`src/hdl/ptca_pkg.sv`:
```
// Shared constants and types of the per-task channel accumulator.
`default_nettype none
package ptca_pkg;
  localparam int TASK_ENTRIES = 16;
  localparam int SAMPLE_BITS  = 12;
  localparam int COUNT_BITS   = 32;
  localparam int NUM_CH       = 4;
  localparam int AVG_BITS     = 12;
  localparam int SMP_W        = 12;
  localparam int TID_W        = 4;
  localparam int CNT_OUT_W    = 32;
  localparam logic [AVG_BITS-1:0] AVG_MAX = 12'hFFF;

  typedef enum logic [1:0] {ST_IDLE, ST_LOAD, ST_DIVIDE} state_t;

  typedef struct packed {
    logic add;
    logic alloc;
    logic shift;
  } cell_ctl_t;

  typedef struct packed {
    logic             func;
    logic [TID_W-1:0] task_id;
    logic [SMP_W-1:0] sample_ch0;
    logic [SMP_W-1:0] sample_ch1;
    logic [SMP_W-1:0] sample_ch2;
    logic [SMP_W-1:0] sample_ch3;
  } in_item_t;

  typedef struct packed {
    logic                entry_valid;
    logic [TID_W-1:0]    report_task;
    logic [CNT_OUT_W-1:0] frame_count;
    logic [AVG_BITS-1:0] avg_ch0;
    logic [AVG_BITS-1:0] avg_ch1;
    logic [AVG_BITS-1:0] avg_ch2;
    logic [AVG_BITS-1:0] avg_ch3;
    logic                last;
  } out_item_t;
endpackage
`default_nettype wire

```
`src/hdl/ptca_cell.sv`:
```
// One table entry: task tag, frame count and channel sums, shifting towards the head on flush.
`default_nettype none
module ptca_cell #(
  parameter int SUM_W      = 44,
  parameter int COUNT_BITS = 32
) (
  input  wire logic                          clk,
  input  wire logic                          rst,
  input  wire ptca_pkg::cell_ctl_t           ctl,
  input  wire logic [ptca_pkg::TID_W-1:0]    id,
  input  wire logic [ptca_pkg::NUM_CH-1:0][SUM_W-1:0] smp,
  input  wire logic                          nb_valid,
  input  wire logic [ptca_pkg::TID_W-1:0]    nb_tid,
  input  wire logic [COUNT_BITS-1:0]         nb_count,
  input  wire logic [ptca_pkg::NUM_CH-1:0][SUM_W-1:0] nb_sums,
  output logic                               valid,
  output logic [ptca_pkg::TID_W-1:0]         tid,
  output logic [COUNT_BITS-1:0]              count,
  output logic [ptca_pkg::NUM_CH-1:0][SUM_W-1:0] sums,
  output logic                               match
);
  logic sat;

  assign sat   = &count;
  assign match = valid && (tid == id);

  // occupancy
  always_ff @(posedge clk) begin
    if (rst) begin
      valid <= 1'b0;
    end else if (ctl.shift) begin
      valid <= nb_valid;
    end else if (ctl.alloc) begin
      valid <= 1'b1;
    end
  end

  // entry contents
  always_ff @(posedge clk) begin
    if (ctl.shift) begin
      tid   <= nb_tid;
      count <= nb_count;
      sums  <= nb_sums;
    end else if (ctl.alloc) begin
      tid   <= id;
      count <= COUNT_BITS'(1);
      sums  <= smp;
    end else if (ctl.add && !sat) begin
      count <= count + COUNT_BITS'(1);
      for (int c = 0; c < ptca_pkg::NUM_CH; c++) begin
        sums[c] <= sums[c] + smp[c];
      end
    end
  end
endmodule
`default_nettype wire

```
`config.mk`:
```
export PLATFORM = sky130hd
export DESIGN_NAME = ptca_cell
export DESIGN_NICKNAME = d
export VERILOG_FILES = /design/src/hdl/ptca_pkg.sv /design/src/hdl/ptca_cell.sv
export SDC_FILE = /design/constraint.sdc
export NUM_CORES = 1
export LEC_CHECK = 0
export CORE_AREA = 2 2 237 239
export DETAILED_ROUTE_END_ITERATION = 8
export DIE_AREA = 0 0 239 241
export DONT_BUFFER_PORTS = 1
export GPL_TIMING_DRIVEN = 0
export HOLD_SLACK_MARGIN = 0.05
export PLACE_DENSITY = 0.49
export SLEW_MARGIN = 10
export SYNTH_ARGS = -nofsm -noshare
export SYNTH_HDL_FRONTEND = slang
export SYNTH_SLANG_ARGS = --single-unit
```
`constraint.sdc`:
```
create_clock -name clk -period 12.2 [get_ports clk]
set_input_delay 0.61 -clock clk [delete_from_list [all_inputs] [get_ports clk]]
set_output_delay 0.61 -clock clk [all_outputs]
set_load 0.02 [all_outputs]
```
==> impl_metrics.ini <==
[final_layout]
final_common_cell = nand2_1
stdcell_area_um2 = 21670
layout.nets = 2863
fillers = 5648
multi_input_area_um2 = 12800
regArea_um2 = 6386
mostFrequentLayoutCells = 262 x nand2_1, 212 x edfxtp_1, 203 x a21oi_1
syn2layout_area_growth_pct = 9.483
instances_no_fill = 3024
final_layout_size_suffix_gt1_share_pct = 4.459

[global_routing]
grt_max_degree = 52
grt_overflow = 0
grt_first_pass_wirelength_um = 127600
gr-usage-all-layers_pct = 30.22
antenna_found_initial = 14
grt_pass1_vias = 18310

[worst_hold_path]
hold_path.class = primary input to register

[die]
core_um2 = 54880
pin_count = 612
dieArea_um2 = 57600
fp.dieW_um = 239
fp-row-count = 86
start_util_pct = 36.06
die_h_um = 241

[sta]
rsz0062_at_grt = false
worstMarginPinSlew_ns = 1.289
finalMaxSlewViolations = 0
fin_crit_sh_pct = 35.32
fin_worst_skew_ns = 0.02443
finalCriticalPeriod_ns = 4.309
hold_violations = 0
fmax_mhz = 232.1
max-slew-margin-rel_pct = 14.07
worst_hold_slack_ns = 0.08491
fin_setup_tns_ns = 0
setup_viol = 0

[synth]
async_flop_share_pct = 0
syn_area_um2 = 19790
synth.distinct_cells = 79
avgSynthCellArea_um2 = 8.781
synth_flop_cell = edfxtp_1
synth_seq_cells = 213
yosysWarnings = 0
syn-num-nets = 2829
synth-edff-count = 212
syn_inst = 2254
seq_area_frac_synth_pct = 32.27

[drt]
drc = 0
vias_per_cell = 6.106
antenna_left = 0
vias = 18460
drt_iter0_markers = 1252
first_pass_iters = 7
wl_per_cell_um = 30.05
drt_wl_total_um = 90880

[critical_path]
critPathMaxStageDelay_ns = 0.63
endpoint = sums[38]
rr_endpoint = sums[38]
path_delay_family = compound AO/OA/AOI/OAI gates
crit_path_end_kind = register
start_kind = register
crit_top_cell = a211oi_1
r2r_setup_slack_ns = 7.89
ff2ff_path_depth = 13
crit_type = register to register
cp_cell_sequence = ha_1 > fa_1 > a211oi_1 > o21bai_1 > a211oi_1 > a21oi_1 > o21ai_0 > o21ai_1 > nand3_1 > nand2b_1 > a31oi_1 > mux2i_1 > nor2_1
required_ns = 12.54
rr_startpoint = sums[0]
crit_arrival_ns = 4.65
cp_max_fo = 4
crit_path_start = sums[0]
crit_slowest_cell = a211oi_1
path_depth = 13
crit_buf_inv = 0

[placement]
dp_hpwl_um = 72660
dpl_cell_area_um2 = 20780
gp_congestion = 0.9210
place_inst = 2962
portBuffers = 0

[outcome]
outcome = finished, final reports clean

[power_and_ir_drop]
p_leak_nw = 8.414
power_density_nw_per_um2 = 150.9
irDropWorstVdd_v = 0.0001167
power_mw = 3.270

[clock_network]
clk_latency_ns = 0.60
clkSlewWorstSetupHoldPaths_ns = 0.06
cts_buffer_depth = 3
cts_tree = yes
h-tree-depth = 1
cts_root_buf = clkbuf_16
cts_inserted_buffers = 28
cts_setup_buffers = 0
hold_buffers = 0
cts_resized = 0
cts.sinks = 213

[job]
maxCapViolCount = 0
[final cells by class]
type / count / share of cell area [%]
Timing Repair Buffer: 4 / 0.4388
Inverter: 40 / 0.6929
Clock inverter: 8 / 0.2772
Buffer: 121 / 2.165
Sequential cell: 213 / 29.47
Tap cell: 704 / 4.065
Clock buffer: 44 / 3.701
Multi-Input combinational cell: 1880 / 59.07
Antenna cell: 10 / 0.1155
[worst reg2reg max path: stages, from the launching register on]
cell	delay, ns
edfxtp_1	0.50
ha_1	0.28
fa_1	0.44
a211oi_1	0.29
o21bai_1	0.22
a211oi_1	0.63
a21oi_1	0.23
o21ai_0	0.35
o21ai_1	0.24
nand3_1	0.18
nand2b_1	0.11
a31oi_1	0.22
mux2i_1	0.31
nor2_1	0.08
[per-layer routing]
layer  GRT usage (%)  vias to the layer above  wire [um]
met3           10.31                      152       9272
met4           10.53                        6       3157
met2           52.15                      804      43650
met1           34.85                     8898      34750
li1                -                     8604          -
met5               0                        -         44
[power breakdown]
group | switching, mW | internal [mW] | total, mW | leakage, nW
combinational | 0.742 | 0.513 | 1.26 | 5.77
sequential | 0.248 | 0.940 | 1.19 | 2.22
clock | 0.358 | 0.467 | 0.825 | 0.419
[cells by family after synthesis]
kind of cell	share of synthesized area [%]
AOI/OAI and AO/OA	28.88
and+or+nand+nor	13.69
DFF	32.27
xor gates and xnor gates	8.143
adders and majority gates	11.34
buffers and inverters	3.098
muxes	2.586
[worst min path at each step]
stage | from | end | slack (ns) | depth (start not counted)
6_report | rst | valid | 0.08 | 1
5_1_grt | rst | valid | 0.08 | 1
4_1_cts | rst | valid | 0.06 | 1
3_5_place_dp | rst | valid | 0.69 | 1
3_3_place_gp | rst | valid | 0.69 | 1
2_1_floorplan | valid | valid | 0.67 | 2
[state kept, by name, indices dropped and copies added (netlist names)]
register	count
tid	4
valid	1
sums	176
count	32
[cells in the mapped netlist (26+ instances only)]
library cell	instances	area, um2
nor2_1	94	352.8
nand2_1	263	987.2
and3_1	31	193.9
xnor2_1	102	893.4
ha_1	173	2165
o211ai_1	77	578.1
clkbuf_1	111	416.7
nand4_1	32	200.2
mux2_2	33	371.6
a21o_1	108	810.8
o21a_1	101	758.2
edfxtp_1	212	6366
o21ai_0	189	945.9
xor2_1	82	718.2
nor3_1	26	130.1
inv_1	39	146.4
nand3_1	51	255.2
a21oi_1	203	1016
[stage by stage]
step	utilization [%]	worst slack, ns
final	39.48	7.891
after global placement	37.67	1.197
after floorplan	-	5.116
after detailed placement	37.87	7.892
after global routing	39.46	7.483
after CTS	39.44	7.934
Power figures use the tool's default switching activity.
