--- config.mk ---
export PLATFORM = sky130hd
export DESIGN_NAME = ptca_div
export DESIGN_NICKNAME = d
export VERILOG_FILES = /design/src/hdl/ptca_pkg.sv /design/src/hdl/ptca_div.sv
export SDC_FILE = /design/constraint.sdc
export NUM_CORES = 1
export LEC_CHECK = 0
export BUFFER_PORTS_ARGS = -buffer_cell sky130_fd_sc_hd__buf_2
export CORE_ASPECT_RATIO = 0.6
export CORE_MARGIN = 2
export CORE_UTILIZATION = 60
export CTS_BUF_LIST = sky130_fd_sc_hd__clkbuf_4 sky130_fd_sc_hd__clkbuf_8 sky130_fd_sc_hd__clkbuf_16
export CTS_CLUSTER_DIAMETER = 50
export CTS_CLUSTER_SIZE = 14
export DETAILED_ROUTE_END_ITERATION = 7
export PLACE_DENSITY = 0.85
export SYNTH_ARGS = -nofsm -noshare
export SYNTH_HDL_FRONTEND = slang
export SYNTH_SLANG_ARGS = --single-unit
--- constraint.sdc ---
create_clock -name clk -period 6 [get_ports clk]
set_clock_uncertainty 0.1 [all_clocks]
set_input_delay 0.3 -clock clk [delete_from_list [all_inputs] [get_ports clk]]
set_output_delay 0.3 -clock clk [all_outputs]
set_load 0.03 [all_outputs]
--- src/hdl/ptca_pkg.sv ---
// Shared constants and types of the per-task channel accumulator.
`default_nettype none
package ptca_pkg;
  localparam int TASK_ENTRIES = 16;
  localparam int SAMPLE_BITS  = 12;
  localparam int COUNT_BITS   = 32;
  localparam int NUM_CH       = 4;
  localparam int AVG_BITS     = 12;
  localparam int SMP_W        = 12;
  localparam int TID_W        = 4;
  localparam int CNT_OUT_W    = 32;
  localparam logic [AVG_BITS-1:0] AVG_MAX = 12'hFFF;

  typedef enum logic [1:0] {ST_IDLE, ST_LOAD, ST_DIVIDE} state_t;

  typedef struct packed {
    logic add;
    logic alloc;
    logic shift;
  } cell_ctl_t;

  typedef struct packed {
    logic             func;
    logic [TID_W-1:0] task_id;
    logic [SMP_W-1:0] sample_ch0;
    logic [SMP_W-1:0] sample_ch1;
    logic [SMP_W-1:0] sample_ch2;
    logic [SMP_W-1:0] sample_ch3;
  } in_item_t;

  typedef struct packed {
    logic                entry_valid;
    logic [TID_W-1:0]    report_task;
    logic [CNT_OUT_W-1:0] frame_count;
    logic [AVG_BITS-1:0] avg_ch0;
    logic [AVG_BITS-1:0] avg_ch1;
    logic [AVG_BITS-1:0] avg_ch2;
    logic [AVG_BITS-1:0] avg_ch3;
    logic                last;
  } out_item_t;
endpackage
`default_nettype wire

--- src/hdl/ptca_div.sv ---
// Four-lane restoring divider giving clamped 12-bit averages, one quotient bit per cycle.
`default_nettype none
module ptca_div #(
  parameter int SUM_W      = 44,
  parameter int COUNT_BITS = 32
) (
  input  wire logic                          clk,
  input  wire logic                          rst,
  input  wire logic                          start,
  input  wire logic [ptca_pkg::NUM_CH-1:0][SUM_W-1:0] sums,
  input  wire logic [COUNT_BITS-1:0]         count,
  output logic                               done,
  output logic [ptca_pkg::NUM_CH-1:0][ptca_pkg::AVG_BITS-1:0] avg
);
  localparam int W    = SUM_W + ptca_pkg::AVG_BITS;
  localparam int QW   = ptca_pkg::AVG_BITS + 1;
  localparam int STEP_W = $clog2(QW);

  logic                     run;
  logic [STEP_W-1:0]        step;
  logic [W-1:0]             dvs;
  logic                     zero_cnt;
  logic [ptca_pkg::NUM_CH-1:0][W-1:0]  rem;
  logic [ptca_pkg::NUM_CH-1:0][QW-1:0] q;

  // sequencing
  always_ff @(posedge clk) begin
    if (rst) begin
      run  <= 1'b0;
      done <= 1'b0;
      step <= '0;
    end else begin
      done <= 1'b0;
      if (start) begin
        run  <= 1'b1;
        step <= '0;
      end else if (run) begin
        step <= step + STEP_W'(1);
        if (step == STEP_W'(QW - 1)) begin
          run  <= 1'b0;
          done <= 1'b1;
        end
      end
    end
  end

  // one quotient bit per lane per cycle, divisor walks right
  always_ff @(posedge clk) begin
    if (start) begin
      dvs      <= W'(count) << ptca_pkg::AVG_BITS;
      zero_cnt <= (count == '0);
      for (int c = 0; c < ptca_pkg::NUM_CH; c++) begin
        rem[c] <= W'(sums[c]);
        q[c]   <= '0;
      end
    end else if (run) begin
      dvs <= dvs >> 1;
      for (int c = 0; c < ptca_pkg::NUM_CH; c++) begin
        if (rem[c] >= dvs) begin
          rem[c] <= rem[c] - dvs;
          q[c]   <= {q[c][QW-2:0], 1'b1};
        end else begin
          q[c]   <= {q[c][QW-2:0], 1'b0};
        end
      end
    end
  end

  // top quotient bit means the average is at least 4096
  always_comb begin
    for (int c = 0; c < ptca_pkg::NUM_CH; c++) begin
      if (zero_cnt) begin
        avg[c] = '0;
      end else if (q[c][QW-1]) begin
        avg[c] = ptca_pkg::AVG_MAX;
      end else begin
        avg[c] = q[c][QW-2:0];
      end
    end
  end
endmodule
`default_nettype wire

==> results.md, run 1 <==
* Synth unique cells at 84
* Leak Pwr at 12.51 nW
* Crit-path max FO at 44
* Die Y at 162.0 µm
* Clock Tree Root: clkbuf_16
* Maximum number of pins on one net before global-route repair at 110
* Std cell rows at 57
* Top FF cell, synth: edfxtp_1
* Final setup viols at 0
* Pwr Density at 491.4 nW/µm²
* Vias in the first global route at 23370
* Port bufs at 259
* Die area at 43290 µm²
* DR WL/cell at 22.24 µm
* Total gr overflow at 0
* Gate Count Post-Synth at 2945
* Initial antenna violation count at 5
* Fin Hold WS at -0.008971 ns
* Critical Path RT at 5.92 ns
* Max VDD drop at 0.3961 mV
* DP Wirelength at 62230 µm
* Post-Syn Nets at 3338
* Post-CTS Resized at 0
* CP Class: register to register
* Clock-pin transition on the worst setup and hold timing paths at 0.07 ns
* Switching Share at 0.4578
* Violated checks: hold timing
* Chip Width at 267.3 µm
* Seq/Total Area, Yosys at 0.3462
* Final Critical Period at 4.608 ns
* Max-cap violations at 0
* RSZ-0062 raised after global routing: no
* Final hold vios at 1
* Routed vias at 25320
* Initial core utilization at 0.6128
* Flop pwr share at 0.251
* Detailed-route wire length at 86040 µm
* Slew HR at 0.2326
* H-Tree Depth at 2
* Num Clock Sinks at 327
* 1st-pass router iterations at 6
* Fmax at 217.0 MHz
* Starting DRT DRC Count at 3595
* Clk network pwr share at 0.173
* Net switching power at 0.006669 W
* Most frequent cells in the layout: nand2_1 (332), nor2_1 (330), buf_2 (258), edfxtp_1 (209), a21oi_1 (200)
* Routability Congestion at 1.041
* Number of nets in the layout at 3667
* Status: complete, but fails checks
* FF+latch count, synth at 327
* Max-slew violations at 0
* Core ar. at 40720 µm²
* Hold Path Class: primary input to register
* Ports at 260
* Later-pin clock latency in the skew report at 0.56 ns
* Post-synth ARST share at 0
* Combinational share of power at 0.577
* Core Util, Final at 0.7281
* Total GRT Usage at 0.3850
* Setup Fix Bufs, Post-CTS at 0
* Worst slew pin tran at 1.147 ns
* Longest Clk Path Bufs at 3
* CTS buffer count at 38
* Residual DRC at 0
* Period utilisation layout at 0.7680
* Filler Cells Inserted at 2953
* P&R area growth vs syn at 18.81%
* Most common cell after layout, fill and taps aside: nand2_1
* Post-synth EDFFs at 209
* Cell internal pwr at 0.007900 W
* First-pass GRT wire length at 129700 µm
* Total Neg Setup Slack at 0 ns
* CP arrival at 4.53 ns
* CTS tree: done
* Mapped cell area at 24960 µm²
* Syn Area/Cell at 8.474 µm²
* Vias/cell at 6.545
* Endpoint type of the worst setup path: register
* Synth Warn # at 0
* Worst setup SP type: register
* Routed Antenna Nets at 0
* Layout cells sized above 1 at 0.1226
what timing repair did:
item                       4_1_cts  5_1_grt
setup endpoints to repair        0        0
hold endpoints to repair       184        1
hold buffers                   184        1
final timing paths:
kind | cells past startpoint | startpoint | slack, ns | to
hold reg to reg | 2 | rem[107]$_SDFFE_PP0P_ | 0.38 | rem[107]$_SDFFE_PP0P_
setup reg to reg | 11 | dvs[0]$_SDFFE_PP0P_ | 1.39 | rem[138]$_DFFE_PP_
hold / removal | 3 | sums[167] | -0.009 | rem[203]$_DFFE_PP_
setup / recovery | 11 | dvs[0]$_SDFFE_PP0P_ | 1.39 | rem[138]$_DFFE_PP_
synthesized netlist by cell type, drive strengths merged, types with 7 or more instances:
library cell	number	area, µm²
a2111oi	9	85.08
a211o	13	113.9
a211oi	21	157.7
a21o	104	780.8
a21oi	200	1001
a221o	7	70.07
a22o	38	332.8
a31o	11	96.34
a31oi	33	206.5
a41oi	9	78.83
and2	11	68.82
and3	17	106.4
buf	32	138.9
clkbuf	142	536.8
dfxtp	118	2362
edfxtp	209	6276
ha	178	2227
inv	102	382.9
mux2	16	180.2
mux2i	62	620.6
nand2	336	1261
nand2b	23	143.9
nand3	46	230.2
nand4	61	387.9
nor2	331	1245
nor2b	31	193.9
nor3	48	240.2
nor4	35	219.0
o211ai	15	112.6
o21a	24	180.2
o21ai	174	874.6
o21bai	33	247.7
o31a	7	61.31
o31ai	123	923.4
o41ai	10	87.58
or2	13	81.33
or3	21	131.4
or4	15	120.1
xnor2	96	840.8
xor2	78	683.2
logic make-up (layout without fill, tap and decap cells):
logic type / Yosys count / in the layout / synth area share
AOI/OAI and AO/OA: 893 / 893 / 0.2390
DFF: 327 / 327 / 0.3462
buffers and inverters: 276 / 635 / 0.04242
muxes: 78 / 78 / 0.03209
other: 0 / 5 / 0
and+or+nand+nor: 1015 / 1015 / 0.1869
adders and majority gates: 182 / 182 / 0.09245
xor gates and xnor gates: 174 / 174 / 0.06107
sequential cells by signal, indices dropped and copies added, names as in the netlist:
signal,cells
done,1
dvs,44
q,52
rem,224
run,1
step,4
zero_cnt,1
metal layers:
metal | vias to the layer above | track usage | wire length, µm
met1 | 11880 | 0.5630 | 37460
met5 | - | 0 | 0
met4 | 0 | 0.1223 | 2825
met2 | 1636 | 0.5713 | 35740
met3 | 240 | 0.07671 | 10000
li1 | 11570 | - | -
cell type report:
type / instances / area, µm² / area share
Inverter: 102 / 382.9 / 0.01291
Clock inverter: 17 / 183.9 / 0.006204
Clock buffer: 53 / 1157 / 0.03904
Tap cell: 560 / 700.7 / 0.02363
Antenna cell: 5 / 12.51 / 0.0004220
Sequential cell: 327 / 8642 / 0.2915
Multi-Input combinational cell: 2342 / 15270 / 0.5150
Timing Repair Buffer: 463 / 3301 / 0.1113
worst max-delay path, stage by stage, from the launching register on:
cell      delay (ns)
dfxtp_1         0.58
ha_1            0.23
inv_1           0.05
fa_1            0.41
a21o_1          0.21
a221o_1         0.35
a31oi_1         0.30
o31ai_1         0.22
a21o_1          0.20
o211ai_1        0.16
buf_4           0.47
nand2_2         0.77
power groups by stage:
stage          Clock (W)  Combinational, W  Sequential, W
2_1_floorplan          0           0.00616        0.00348
3_3_place_gp           0           0.00786        0.00365
3_5_place_dp           0           0.00796        0.00364
4_1_cts          0.00252           0.00811        0.00362
5_1_grt          0.00261           0.00911        0.00370
6_report         0.00252           0.00840        0.00365
per-stage QoR:
| stage | total power (W) | std cells | area (µm²) | worst slack (ns) | hold slack, ns |
|---|---|---|---|---|---|
| after floorplan | 0.009639 | 2945 | 24960 | 1.616 | 0.2724 |
| after global placement | 0.01150 | 3609 | 26440 | 1.603 | 0.3567 |
| after detailed placement | 0.01160 | 3609 | 26440 | 1.499 | 0.3628 |
| after CTS | 0.01425 | 3863 | 29630 | 1.505 | 0.00002798 |
| after global routing | 0.01542 | 3869 | 29650 | 1.205 | 0.001164 |
| final | 0.01457 | 3869 | 29650 | 1.392 | -0.008971 |
No activity file was read; power rests on OpenSTA's default activity.
==> inputs of run 2 (changes only) <==
- CORE_UTILIZATION: 60 -> 55
- PLACE_DENSITY: 0.85 -> 0.82
- clock period: 6 -> 3.8 ns (I/O delays scaled with it)
==> run 2 against run 1 <==
Compared with the run above: critical path type unchanged; the flow now finishes without violations; power increased by 71%; fmax increased by 22%; cell count increased by 6.5%; combinational power increased by 80%; setup slack got worse by 1.4 ns; first-iteration DRC count decreased by 1.6%; non-clock buffer count increased by 223.
==> results.md, run 2 (synthesis gave the netlist of run 1 again) <==
* Biggest register: rem
* Residual DRC at 0 (unchanged)
* Filler Cells Inserted at 3306 (+12%)
* Hold Path Class: primary input to register
* Port bufs at 259 (unchanged)
* Number of nets in the layout at 3891 (+6.1%)
* Routed vias at 26730 (+5.6%)
* Longest Clk Path Bufs at 3 (unchanged)
* CTS buffer count at 39 (+2.6%)
* Num Clock Sinks at 327 (unchanged)
* Final Critical Period at 3.770 ns (-0.8375 ns)
* Most frequent cell on the critical path: buf_4
* Total gr overflow at 0 (unchanged)
* Worst path cell trace: inv_1 > buf_4 > ha_1 > a21oi_1 > o21ai_0 > a41oi_1 > o221ai_1 > o31a_1 > o21ai_1 > nor4b_1 > buf_4 > and4_1 > o21a_1
* Die area at 47150 µm² (+8.9%)
* Worst slew pin tran at 0.7695 ns (-0.3776 ns)
* Std cell rows at 60 (+5.3%)
* CP arrival at 4.12 ns (-0.41 ns)
* Total Neg Setup Slack at 0 ns (unchanged)
* Final setup viols at 0 (unchanged)
* Core Util, Final at 0.7106 (-0.01747)
* Placed insts at 3824 (+6.0%)
* Slowest cell on the critical path: o31a_1
* Final hold vios at 0 (-1)
* Most common cell after layout, fill and taps aside: nand2_1
* Detailed-route wire length at 94830 µm (+10%)
* Flop pwr share at 0.232 (-0.019)
* Critical Path RT at 4.15 ns (-1.77 ns)
* Max-slew violations at 0 (unchanged)
* Max VDD drop at 0.5330 mV (+35%)
* Status: completed
* Fin cells at 4120 (+6.5%)
* Vias in the first global route at 25110 (+7.5%)
* Starting DRT DRC Count at 3537 (-1.6%)
* Max reg flops at 224 (unchanged)
* DR WL/cell at 23.02 µm (+3.5%)
* Ports at 260 (unchanged)
* Max-cap violations at 0 (unchanged)
* P&R area growth vs syn at 27.62%
* Pwr Density at 780.7 nW/µm² (+59%)
* Crit path max-delay family: compound AO/OA/AOI/OAI gates
* Chip Width at 279.0 µm (+4.4%)
* Initial antenna violation count at 5 (unchanged)
* H-Tree Depth at 2 (unchanged)
* CTS tree: done
* Biggest regs: rem (224), q (52), dvs (44)
* Later-pin clock latency in the skew report at 0.56 ns (about the same)
* Clk network pwr share at 0.160 (-0.013)
* Crit-path max FO at 6 (-86%)
* DP Worst Slack at -0.1020 ns (-1.601 ns)
* Worst setup SP type: register
* Maximum number of pins on one net before global-route repair at 162 (+47%)
* First-pass GRT wire length at 142500 µm (+9.9%)
* Total GRT Usage at 0.3880 (+0.002941)
* Die Y at 169.0 µm (+4.3%)
* Cell internal pwr at 0.01357 W (+72%)
* Period utilisation layout at 0.9922 (+0.2242)
* Vias/cell at 6.488 (-0.87%)
* 1st-pass router iterations at 8 (+2)
* Net switching power at 0.01129 W (+69%)
* CP Class: register to register
* Endpoint type of the worst setup path: register
* DP Wirelength at 69340 µm (+11%)
* Combinational share of power at 0.608 (+0.031)
* Initial core utilization at 0.5568 (-0.05599)
* CP Buf/Inv Count at 3 (+1)
* Delay of the slowest critical-path stage at 0.41 ns (-0.36 ns)
* Switching Share at 0.4540 (-0.003734)
* Slew HR at 0.4870 (+0.2545)
* Fin Hold WS at 0.2901 ns (+0.2991 ns)
* Routed Antenna Nets at 0 (unchanged)
* Layout cells sized above 1 at 0.1840 (+0.06143)
* Routability Congestion at 1.020 (-2.0%)
* Leak Pwr at 13.66 nW (+9.2%)
* PnR worst setup slack at 0.02970 ns (-1.363 ns)
* Clock-pin transition on the worst setup and hold timing paths at 0.07 ns (about the same)
* Clock Tree Root: clkbuf_16
* Core ar. at 44820 µm² (+10%)
* Most frequent cells in the layout: nand2_1 (332), nor2_1 (330), buf_2 (258), dlygate4sd3_1 (210), edfxtp_1 (209)
* Fmax at 265.2 MHz (+22%)
==> run 2: power by group through the flow <==
stage	Clock, W	Combinational, W	Sequential, W
2_1_floorplan	0	0.00975	0.00548
3_3_place_gp	0	0.0140	0.00573
3_5_place_dp	0	0.0141	0.00574
4_1_cts	0.00399	0.0144	0.00568
5_1_grt	0.00414	0.0163	0.00584
6_report	0.00398	0.0151	0.00576
==> run 2: tightest hold or removal path, stage by stage <==
cell and delay [ns]:
dlygate4sd3_1 0.56, buf_2 0.12, nor2_1 0.03
==> run 2: cell type report <==
type | instances | area [µm²] | share of cell area
multi-input combinational | 2342 | 15520 | 0.4872
sequential | 327 | 8645 | 0.2714
timing repair buffer | 686 | 5220 | 0.1639
clock buffer | 51 | 1149 | 0.03607
tap | 589 | 737.0 | 0.02314
inverter | 102 | 401.6 | 0.01261
clock inverter | 19 | 168.9 | 0.005304
antenna | 4 | 10.01 | 0.0003143
==> run 2: metrics by stage <==
| step | cell area, µm² | total power, W |
|---|---|---|
| 3_3_place_gp | 28070 | 0.01970 |
| 3_5_place_dp | 28070 | 0.01982 |
| 2_1_floorplan | 24980 | 0.01522 |
| 5_1_grt | 31850 | 0.02627 |
| 4_1_cts | 31500 | 0.02406 |
| 6_report | 31850 | 0.02486 |
==> run 2: worst paths after layout <==
path	startpoint	endpoint	slack, ns	depth (start not counted)
worst max-delay path	dvs[9]$_SDFFE_PP0P_	rem[221]$_SDFFE_PP0P_	0.03	13
worst min-delay path	rst	run$_SDFF_PP0_	0.29	3
worst max register to register	dvs[9]$_SDFFE_PP0P_	rem[221]$_SDFFE_PP0P_	0.03	13
worst min register to register	rem[55]$_SDFFE_PP0P_	rem[55]$_SDFFE_PP0P_	0.38	2
==> run 2: repair_timing <==
item                                    4_1_cts  5_1_grt
endpoints found under the setup margin       92      303
endpoints found under the hold margin       223        0
pin swaps                                     1        9
hold buffers                                210        0
buffers inserted                              1       11
gates resized for setup                       3       61
==> run 2: routing by layer <==
layer  global-route usage  up-vias  routed length [µm]
met5                    0        -                  11
met3               0.1095      323               11900
li1                     -    12020                   -
met4               0.1372        2                3867
met1               0.5603    12510               40880
met2               0.5516     1879               38180
